`config.mk`:
```
export PLATFORM = sky130hd
export DESIGN_NAME = fxlms_cell
export DESIGN_NICKNAME = d
export VERILOG_FILES = /design/src/hw/rtl/fxlms_pkg.sv /design/src/hw/rtl/fxlms_cell.sv
export SDC_FILE = /design/constraint.sdc
export NUM_CORES = 1
export LEC_CHECK = 0
export BUFFER_PORTS_ARGS = -buffer_cell sky130_fd_sc_hd__buf_2
export CAP_MARGIN = 10
export CORE_ASPECT_RATIO = 1.4
export CORE_MARGIN = 10
export CORE_UTILIZATION = 44
export CTS_BUF_LIST = sky130_fd_sc_hd__clkbuf_8 sky130_fd_sc_hd__clkbuf_16
export DETAILED_ROUTE_END_ITERATION = 7
export PLACE_DENSITY = 0.81
export SYNTH_ARGS = -nofsm -noshare
export SYNTH_HDL_FRONTEND = slang
export SYNTH_SLANG_ARGS = --single-unit
```
`constraint.sdc`:
```
create_clock -name i_clk -period 1.35 [get_ports i_clk]
set_input_delay 0.27 -clock i_clk [delete_from_list [all_inputs] [get_ports i_clk]]
set_output_delay 0.27 -clock i_clk [all_outputs]
set_load 0.005 [all_outputs]
```
`src/hw/rtl/fxlms_pkg.sv`:
```
// Shared types, constants and the secondary-path coefficient table for the
// filtered-x LMS filter. Used by the cell row and by the top level.
`timescale 1ns / 1ps

package fxlms_pkg;

    localparam int TAPS  = 50;
    localparam int PATHS = 3;

    localparam int SMP_W = 16;
    localparam int STP_W = 15;
    localparam int TAP_W = $clog2(TAPS);
    localparam int PRD_W = 2 * SMP_W;
    localparam int ACC_W = PRD_W + TAP_W;
    localparam int UPD_W = 3 * SMP_W;

    localparam int CFG_IDX_W = 2;
    localparam logic [CFG_IDX_W-1:0] CFG_ENABLE = 2'd0;
    localparam logic [CFG_IDX_W-1:0] CFG_PATH   = 2'd1;
    localparam logic [CFG_IDX_W-1:0] CFG_STEP   = 2'd2;
    localparam logic [STP_W-1:0] STEP_RESET = 15'd328;

    typedef logic signed [SMP_W-1:0] t_sample;

    typedef struct packed {
        logic ref_shift;
        logic ref_rot;
        logic filt_shift;
        logic filt_rot;
        logic w_rot;
    } t_cell_ctl;

    function automatic t_sample path_coef(input logic [1:0] row,
                                          input logic [TAP_W-1:0] k);
        t_sample c;
        c = '0;
        if (int'(row) < PATHS) begin
            if (row == 2'd0 && k == '0) begin
                c = 16'sd32767;
            end else if (row == 2'd1 && k == '0) begin
                c = 16'sd16384;
            end else if (row == 2'd1 && k == TAP_W'(1)) begin
                c = -16'sd16384;
            end
        end
        return c;
    endfunction

    function automatic t_sample clip_q30(input logic signed [ACC_W-1:0] acc);
        logic signed [ACC_W-1:0] hi;
        logic signed [ACC_W-1:0] lo;
        logic signed [ACC_W-1:0] v;
        hi = ACC_W'(32767) <<< 15;
        lo = -(ACC_W'(1) <<< 30);
        v  = acc;
        if (acc > hi) begin
            v = hi;
        end else if (acc < lo) begin
            v = lo;
        end
        return v[SMP_W+14:15];
    endfunction

endpackage

```
`src/hw/rtl/fxlms_cell.sv`:
```
// One tap cell: holds a reference sample, a filtered-reference sample and a
// weight, and passes them along the row. Depends on fxlms_pkg.
`timescale 1ns / 1ps

module fxlms_cell (
    input  logic                i_clk,
    input  logic                i_rst_n,
    input  fxlms_pkg::t_cell_ctl i_ctl,
    input  fxlms_pkg::t_sample  i_ref_prev,
    input  fxlms_pkg::t_sample  i_filt_prev,
    input  fxlms_pkg::t_sample  i_ref_next,
    input  fxlms_pkg::t_sample  i_filt_next,
    input  fxlms_pkg::t_sample  i_w_next,
    output fxlms_pkg::t_sample  o_ref,
    output fxlms_pkg::t_sample  o_filt,
    output fxlms_pkg::t_sample  o_w
);
    import fxlms_pkg::*;

    t_sample r_ref, r_filt, r_w;

    always_ff @(posedge i_clk) begin
        if (!i_rst_n) begin
            r_ref  <= '0;
            r_filt <= '0;
            r_w    <= '0;
        end else begin
            if (i_ctl.ref_shift) begin
                r_ref <= i_ref_prev;
            end else if (i_ctl.ref_rot) begin
                r_ref <= i_ref_next;
            end
            if (i_ctl.filt_shift) begin
                r_filt <= i_filt_prev;
            end else if (i_ctl.filt_rot) begin
                r_filt <= i_filt_next;
            end
            if (i_ctl.w_rot) begin
                r_w <= i_w_next;
            end
        end
    end

    assign o_ref  = r_ref;
    assign o_filt = r_filt;
    assign o_w    = r_w;

endmodule

```
==> summary.txt, run 1 <==
Synthesized flop and latch total = 48
Crit path largest cell delay = 0.35 ns
Clock Path Buffers = 2
Placement Setup Slack = 0.139 ns
XOR/XNOR share of the synthesized area = 0%
Skew final = 0 ns
Antenna diode count = 0
Max Cap Viol = 0
Number of global-route vias before repair = 2,084
Final Critical Period = 1.03 ns
Pin count of the biggest net entering global routing = 49
Num rows = 31
Depth of the most critical reg-to-reg path = 2
Initial antenna violation count = 0
Sequential fraction of the synthesis area = 41.7%
Setup WS post-layout = 0.316 ns
Starting Density = 45.0%
RSZ-0062 raised after global routing = no
Synth unique cells = 13
Worst min-delay path category = input pin to register
Length of the first detailed-routing pass in iterations = 4
Syn Nets = 280
Reg-to-reg setup timing slack = 0.46 ns
CTS buffer count = 5
H-Tree Depth = 2
Core Util, Final = 61.1%
Core area = 5120 µm²
Endpoints failing setup = 0
Worst R2R Start = o_filt[9]
Slew Viols, Final = 0
Final Instance Count excl. Fillers = 391
Peak Freq = 967 MHz
Post-Synth Simple-Gate Area = 13.1%
Post-synth EDFFs = 0
CTS Hold Bufs = 0
Hold Vio Cnt, Final = 0
Cell taking the most area after synthesis = dfxtp_1
Post-DP HPWL = 5060 µm
Actual slew at the worst max-slew pin = 0.463 ns
Yosys warning total = 0
End of the critical path = o_filt[12]
Share of cells above drive strength 1 = 55.7%
CP Buf/Inv Count = 1
Port bufs = 134
Top cells by count, synth = dfxtp_1 (48), o211a_1 (32), nand2b_1 (30)
Period utilization = 76.6%
Critical R2R Capture = o_filt[9]
Beginning of the critical path = o_filt[12]
Post-DRT Antenna Nets = 0
Slowest cell on the critical path = dfxtp_1
CP max FO = 2
Clk pin slew, worst setup/hold paths = 0.08 ns
Die Ht = 106 µm
Power Total = 0.00305 W
Most frequent cell after synthesis = dfxtp_1
Compound-Gate Fraction of Synth Area = 13.9%
Total grt overflow = 0
Die footprint = 8570 µm²
Nets@finish = 411
Combinational family with the most area after synthesis = multiplexers
Critical Path AT = 0.76 ns
DIE WIDTH = 81.2 µm
Routed vias/inst = 4.90
Vias post-DR = 1,917
Hold wc startpoint = i_w_next[5]
Setup crit end kind = primary output
Area grow syn2layout = 35.8%
Detailed-route DRC error count = 0
Pwr dens = 975 nW/µm²
Global-route wire length before repair = 9980 µm
Routed wire length per instance = 16.1 µm
Cell count along the critical path = 1
Post-Synth Adder-Cell Area = 0%
Run status = finished, final reports clean
CTS tree = done
Post-cts resize count = 0
Pleak = 1.82 nW
Inst Count DP = 383
Syn Area/Cell = 11.9 µm²
Async SR Flop Fraction = 0%
Area contributors post-synth = dfxtp_1 (42%), o211a_1 (14%), mux2_4 (13%)
WL final = 6300 µm
Share of the synthesized area in the top cell type = 41.7%
Post-Syn Instances = 193
Initial DRC count = 59
Mux cell area share after synthesis = 25.9%
Cell family with most CP delay = flip-flops
Placer Congestion = 0.737
Skew-Pair Late Insertion Delay = 0.29 ns
Peak supply drop = 0.000645 V
Crit path launch type = register
Post-route setup TNS = 0 ns
Clock sinks = 48
Total Routing Usage GR = 14.4%
# Post-CTS Setup Buffers = 0
Most common flop cell mapped by yosys = dfxtp_1
Worst EP required = 1.08 ns
Cell breakdown of the critical path = buf_2
Root Driver = clkbuf_8
IO Count = 135
Mapped cell area = 2300 µm²
CP Class = register to primary output
Max_slew headroom = 69.1%
[per-stage QoR]
step                      instance area (µm²)  hold slack [ns]
after detailed placement                 3040            0.500
after global placement                   3040            0.490
after global routing                     3130            0.229
final                                    3130            0.236
after floorplan                          2300            0.439
after CTS                                3130            0.224
[where the power goes]
group	switching, W	leakage (nW)	internal [W]
clock	0.000453	0.0510	0.000409
combinational	0.000237	1.37	0.000390
sequential	0.0000436	0.399	0.00152
[sequential cells by signal (all words and copies together) (netlist names)]
register / flops
o_filt: 16
o_ref: 16
o_w: 16
[cell type report]
type / count / area [µm²]
Sequential cell: 48 / 961
Fill cell: 465 / 1990
Tap cell: 66 / 82.6
Multi-Input combinational cell: 128 / 1220
Timing Repair Buffer: 141 / 773
Clock inverter: 2 / 10.0
Clock buffer: 6 / 82.6
[cell usage in the layout (no fill, tap or decap), drive strengths merged]
cell	n
clkbuf	6
nor2b	16
clkinv	2
nand2b	30
dfxtp	48
mux2	32
o211a	32
buf	141
or2b	2
mux2i	16
[worst register-to-register path: cells and delay by family (launching register included)]
family	cells	cell delay [ns]
AO/OA/AOI/OAI	1	0.20
flip-flops	1	0.32
multiplexers	1	0.26
[metal layers]
layer	part of all wire (%)	vias to the layer above	track usage, %
met5	0	-	0
met4	1.4	0	4.22
met3	14	9	7.99
met2	51	82	25.4
met1	34	886	13.8
li1	-	940	-
[logic make-up (layout without fill, tap and decap cells)]
kind of cell,after synthesis,count (layout)
multiplexers,48,48
buffers and inverters,17,149
AND/OR/NAND/NOR,48,48
flip-flops,48,48
AO/OA/AOI/OAI,32,32
[how the worst min path moves through the flow]
stage,endpoint,depth (start not counted)
after CTS,o_w[5],3
after detailed placement,o_w[10],2
after global routing,o_w[10],3
after floorplan,o_w[10],2
final,o_w[5],3
after global placement,o_w[12],2
(Power assumes the default switching activity.)
==> run 2: changes to the inputs <==
Settings changed: ABC_AREA set to 1, CORE_UTILIZATION 44 to 39, PLACE_DENSITY 0.81 to 0.77.
Clock period 1.35 ns to 0.95 ns, I/O delays scaled along.
==> run 2 against run 1 <==
  * First-iteration DRC count up 85%
  * Synthesized cell count up 62%
  * Utilization down 2.2 points
  * Global-route usage about the same
  * Via count up 26%
  * Non-clock buffer count up 7
  * Clock-buffer cell count unchanged
  * Combinational power up 43%
  * Critical path depth unchanged
  * Flip-flop and latch count unchanged
  * Wire length up 10%
  * Total power up 43%
  * Highest routed layer unchanged
==> summary.txt, run 2 <==
Synth unique cells = 16 (+3)
Routed wl met3 = 546 µm (-38%)
Skew-Pair Late Insertion Delay = 0.28 ns (about the same)
CP max FO = 2 (unchanged)
Pwr dens = 1340 nW/µm² (+38%)
Total Routing Usage GR = 14.4% (-0.030 points)
Crit path largest cell delay = 0.34 ns (about the same)
Actual slew at the worst max-slew pin = 0.263 ns (-0.200 ns)
DIE WIDTH = 83.3 µm (+2.7%)
Routed wl met2 = 3730 µm (+17%)
M1 wire length = 2520 µm (+17%)
Num rows = 32 (+3.2%)
FF/Latch Area = 1020 µm² (+6.1%)
Post-DP HPWL = 5450 µm (+7.6%)
Peak Freq = 1080 MHz
Worst min-delay path category = input pin to register
CTS tree = done
Commonest non-fill, non-tap cell in the layout = buf_2
Power Total = 0.00435 W (+43%)
Pin count of the biggest net entering global routing = 30 (-39%)
Die Ht = 109 µm (+2.9%)
Period utilization = 97.7%
Starting Density = 39.9% (-5.1 points)
Most common flop cell mapped by yosys = dfxtp_1
Max_slew headroom = 82.5% (+13 points)
Setup WS post-layout = 0.0220 ns (-0.294 ns)
Final Instance Count excl. Fillers = 517 (+32%)
Area of the multi-input gates = 933 µm² (-23%)
Async SR Flop Fraction = 0% (unchanged)
Root Driver = clkbuf_8
Combinational share of power = 20.6% (about the same)
Port bufs = 134 (unchanged)
Crit path launch type = register
Nets@finish = 535 (+30%)
Area contributors post-synth = dfxtp_1 (44%), nand2_1 (16%), nand3_1 (15%)
Syn Nets = 399 (+43%)
Power Internal = 0.00322 W (+39%)
Length of the first detailed-routing pass in iterations = 5 (+1)
Slowest cell on the critical path = dfxtp_2
Switching Share = 25.9% (+1.8 points)
CP Class = register to primary output
Run status = finished, final reports clean
Hold Vio Cnt, Final = 0 (unchanged)
Share of the synthesized area in the top cell type = 43.9% (+2.2 points)
Cell taking the most area after synthesis = dfxtp_1
Skew final = 0 ns (unchanged)
Synthesized flop and latch total = 48 (unchanged)
Antenna diode count = 0 (unchanged)
WL final = 6950 µm (+10%)
Max Cap Viol = 0 (unchanged)
Routed wire length per instance = 13.4 µm (-17%)
Peak supply drop = 0.000853 V (+32%)
Top cells by count, synth = nand2_1 (91), nand3_1 (64), dfxtp_1 (48)
Number of global-route vias before repair = 2,399 (+15%)
Fill count = 533 (+15%)
Cell family with most CP delay = flip-flops
Routed vias/inst = 4.67 (-4.8%)
Slew Viols, Final = 0 (unchanged)
Clock power frac = 27.7% (-0.6 points)
Sequential share of power = 51.7% (+0.6 points)
IO Count = 135 (unchanged)
CTS Hold Bufs = 0 (unchanged)
Yosys warning total = 0 (unchanged)
CP Buf/Inv Count = 1 (unchanged)
Area grow syn2layout = 47.7%
Total grt overflow = 0 (unchanged)
Global-route wire length before repair = 11,000 µm (+10%)
Cell breakdown of the critical path = buf_6
Mapped cell area = 2190 µm² (-5.0%)
Worst EP required = 0.76 ns (-0.32 ns)
Die footprint = 9050 µm² (+5.6%)
Vias post-DR = 2,414 (+26%)
Clock Path Buffers = 2 (unchanged)
Placement Setup Slack = -0.0290 ns (-0.168 ns)
Syn Area/Cell = 7.01 µm² (-41%)
Share of cells above drive strength 1 = 46.8% (-8.9 points)
Core area = 5490 µm² (+7.1%)
Sequential fraction of the synthesis area = 43.9% (+2.2 points)
Most frequent cells in the layout = buf_2 (111), nand2_1 (91), nand3_1 (64), dfxtp_2 (47), inv_1 (35)
Post-Syn Instances = 312 (+62%)
Placer Congestion = 0.802 (+8.9%)
Critical Path AT = 0.74 ns (-0.02 ns)
H-Tree Depth = 2 (unchanged)
Top Metal Used = met4
Post-synth EDFFs = 0 (unchanged)
Clock sinks = 48 (unchanged)
Initial DRC count = 109 (+85%)
RSZ-0062 raised after global routing = yes
Most frequent cell after synthesis = nand2_1
Clk pin slew, worst setup/hold paths = 0.08 ns (about the same)
Setup crit end kind = primary output
Post-DRT Antenna Nets = 0 (unchanged)
Final Critical Period = 0.928 ns
Endpoints failing setup = 0 (unchanged)
Detailed-route DRC error count = 0 (unchanged)
Inst Count DP = 506 (+32%)
Pleak = 1.87 nW (+2.8%)
Initial antenna violation count = 0 (unchanged)
CTS buffer count = 5 (unchanged)
Sw Pwr = 0.00112 W (+53%)
Post-route setup TNS = 0 ns (unchanged)
## run 2: changes by cell type after synthesis, sizes merged, moves of 30 or more
cell / previous run / this run
inv: 0 / 35
o211a: 32 / 0
nor2: 0 / 34
nand2: 0 / 96
mux2: 32 / 0
nand3: 0 / 64
nand2b: 30 / 0
## run 2: cell type report
class / count / share of cell area, %
Tap cell: 68 / 2.63
Inverter: 35 / 4.14
Clock inverter: 2 / 0.232
Timing Repair Buffer: 148 / 30.0
Sequential cell: 48 / 31.6
Clock buffer: 6 / 2.56
Multi-Input combinational cell: 210 / 28.9
## run 2: power by group through the flow
stage / Sequential, W / Clock [W] / Combinational (W)
3_3_place_gp: 0.00225 / 0 / 0.000806
2_1_floorplan: 0.00227 / 0 / 0.000401
3_5_place_dp: 0.00225 / 0 / 0.000821
4_1_cts: 0.00222 / 0.00126 / 0.000826
6_report: 0.00225 / 0.00120 / 0.000895
5_1_grt: 0.00227 / 0.00134 / 0.00101
## run 2: layer usage
| metal | track usage [%] | vias to the layer above |
|---|---|---|
| met2 | 26.2 | 83 |
| met5 | 0 | - |
| li1 | - | 1242 |
| met3 | 5.00 | 10 |
| met4 | 6.22 | 0 |
| met1 | 14.6 | 1079 |
## run 2: stage by stage
step	utilization, %	cell area, µm²	hold slack (ns)
after floorplan	-	2190	0.325
after global placement	53.2	2920	0.411
after detailed placement	53.2	2920	0.419
after CTS	55.3	3030	0.106
after global routing	58.9	3230	0.123
final	58.9	3230	0.119
## run 2: kinds of logic (layout without fill, tap and decap cells)
| group | count (synthesis) | in the layout | synth area share, % |
|---|---|---|---|
| and+or+nand+nor | 194 | 194 | 39.0 |
| AOI/OAI and AO/OA | 16 | 16 | 3.66 |
| DFF | 48 | 48 | 43.9 |
| buffers and inverters | 54 | 191 | 13.4 |
## run 2: final timing paths
kind                            slack, ns   startpoint  depth (start not counted)          to
worst max-delay path                 0.02     o_ref[7]                          1    o_ref[7]
worst min-delay path                 0.12  i_w_next[8]                          3      o_w[8]
worst max register to register       0.20   o_filt[10]                          5  o_filt[10]
worst min register to register       0.49      o_w[10]                          2     o_w[10]
## run 2: timing repair
| action | in CTS | in global routing |
|---|---|---|
| resized for setup | 18 | 52 |
| gates cloned | 0 | 0 |
| buffers inserted | 0 | 3 |
| endpoints found under the setup margin | 17 | 45 |
==> run 3: changes to the inputs <==
Settings changed: RECOVER_POWER set to 50.
==> run 3 against run 2 <==
  * Wire length fell by 0.26%
  * Largest cell class unchanged
  * Worst hold slack barely moved
  * Die area stayed put
  * Clock-buffer cell count is the same
  * Register-to-register slack hardly changed
  * Largest power group unchanged
  * First-iteration DRC count increased by 5.5%
  * Critical endpoint unchanged
==> summary.txt, run 3 (same netlist as run 2, synthesis figures left out) <==
Clk pin slew, worst setup/hold paths = 0.09 ns (about the same)
Max_slew headroom = 72.3% (-10 points)
Slowest cell on the critical path = dfxtp_2
Commonest non-fill, non-tap cell in the layout = buf_2
Endpoints failing setup = 0 (unchanged)
Post-route setup TNS = 0 ns (unchanged)
Area grow syn2layout = 45.7%
Num rows = 32 (unchanged)
Placer Congestion = 0.802 (unchanged)
Total Routing Usage GR = 14.4% (unchanged)
Slew Viols, Final = 0 (unchanged)
Clock sinks = 48 (unchanged)
Post-DP HPWL = 5450 µm (unchanged)
Reg-to-reg setup timing slack = 0.20 ns (about the same)
CP max FO = 2 (unchanged)
Crit path largest cell delay = 0.34 ns (about the same)
End of the critical path = o_ref[7]
CP Class = register to primary output
CTS buffer count = 5 (unchanged)
Worst min-delay path category = input pin to register
Critical R2R Capture = o_filt[10]
H-Tree Depth = 2 (unchanged)
Max Cap Viol = 0 (unchanged)
WL final = 6930 µm (-0.26%)
Setup crit end kind = primary output
Port bufs = 134 (unchanged)
IO Count = 135 (unchanged)
Actual slew at the worst max-slew pin = 0.414 ns (+0.151 ns)
Detailed-route DRC error count = 0 (unchanged)
Die Ht = 109 µm (unchanged)
Crit path launch type = register
Peak Freq = 1080 MHz (-0.15%)
Root Driver = clkbuf_8
Critical Path AT = 0.74 ns (about the same)
Share of cells above drive strength 1 = 44.5% (-2.2 points)
Pleak = 1.85 nW (-1.4%)
Routed wire length per instance = 13.4 µm (-0.26%)
Most frequent cells in the layout = buf_2 (110), nand2_1 (91), nand3_1 (64), dfxtp_2 (37), inv_1 (35)
Total grt overflow = 0 (unchanged)
Cell breakdown of the critical path = buf_6
Core area = 5490 µm² (unchanged)
Cell family with most CP delay = flip-flops
Final Critical Period = 0.929 ns (+0.00135 ns)
Nets@finish = 535 (unchanged)
FF/Latch Area = 1010 µm² (-1.2%)
CTS tree = done
Depth of the most critical reg-to-reg path = 5 (unchanged)
Clock Path Buffers = 2 (unchanged)
Skew-Pair Late Insertion Delay = 0.28 ns (about the same)
Worst EP required = 0.76 ns (about the same)
Post-DRT Antenna Nets = 0 (unchanged)
CTS Hold Bufs = 0 (unchanged)
Initial DRC count = 115 (+5.5%)
Vias post-DR = 2,418 (+0.17%)
CP Buf/Inv Count = 1 (unchanged)
Peak supply drop = 0.000849 V (-0.44%)
Length of the first detailed-routing pass in iterations = 7 (+2)
Area of the multi-input gates = 916 µm² (-1.9%)
Antenna diode count = 0 (unchanged)
Placement Cell Area = 2920 µm² (unchanged)
Pin count of the biggest net entering global routing = 30 (unchanged)
Hold Vio Cnt, Final = 0 (unchanged)
Power Total = 0.00432 W (-0.64%)
Die footprint = 9050 µm² (unchanged)
Skew final = 0 ns (unchanged)
RSZ-0062 raised after global routing = yes
Cell count along the critical path = 1 (unchanged)
Fill count = 536 (+0.56%)
Run status = finished, final reports clean
Beginning of the critical path = o_ref[7]
Cell area after layout = 3190 µm² (-1.3%)
Routed vias/inst = 4.68 (+0.17%)
Initial antenna violation count = 0 (unchanged)
Starting Density = 39.9% (unchanged)
Pwr dens = 1350 nW/µm² (+0.69%)
Number of global-route vias before repair = 2,399 (unchanged)
Worst R2R Start = o_filt[10]
Period utilization = 97.8% (+0.14 points)
DIE WIDTH = 83.3 µm (unchanged)
Global-route wire length before repair = 11,000 µm (unchanged)
[run 3: how the worst min path moves through the flow]
stage	start	endpoint	slack, ns	cells past startpoint
after global routing	i_w_next[5]	o_w[5]	0.12	3
after global placement	i_w_next[3]	o_w[3]	0.41	3
after floorplan	i_w_next[15]	o_w[15]	0.32	2
after detailed placement	i_w_next[3]	o_w[3]	0.42	3
after CTS	i_w_next[4]	o_w[4]	0.11	3
final	i_w_next[8]	o_w[8]	0.12	3
[run 3: metal layers]
layer / wire [µm] / GRT usage (%) / vias to the layer above
met4: 143 / 6.22 / 0
met2: 3750 / 26.2 / 79
met5: 0 / 0 / -
met1: 2490 / 14.6 / 1090
li1: - / - / 1241
met3: 545 / 5.00 / 8
[run 3: final cells by class]
class	instances	share of cell area, %
multi-input cells	210	28.7
well taps	68	2.67
clock inverters	2	0.235
clock buffers	6	2.59
flip-flops and latches	48	31.6
inverters	35	4.20
repair buffers	148	30.0
[run 3: tightest hold or removal path, cell delays in order]
cell	delay (ns)
buf_2	0.07
nor2_1	0.03
nor2_1	0.08
[run 3: stage by stage]
| stage | worst slack, ns | hold WS [ns] | std cells | util, % |
|---|---|---|---|---|
| after floorplan | 0.120 | 0.325 | 312 | - |
| after global placement | 0.00118 | 0.411 | 506 | 53.2 |
| after detailed placement | -0.0290 | 0.419 | 506 | 53.2 |
| after CTS | 0.000241 | 0.106 | 514 | 55.3 |
| after global routing | -0.0218 | 0.124 | 517 | 58.1 |
| final | 0.0206 | 0.119 | 517 | 58.1 |
[run 3: power breakdown]
group | internal (W) | switching (W)
registers | 0.00217 | 0.0000752
clock network | 0.000573 | 0.000626
logic | 0.000466 | 0.000411
[run 3: repair_timing]
item | 4_1_cts | 5_1_grt
cloned | 0 | 0
endpoints found under the hold margin | 0 | 0
gates resized for setup | 18 | 52
setup buffers | 0 | 3
endpoints found under the setup margin | 17 | 45
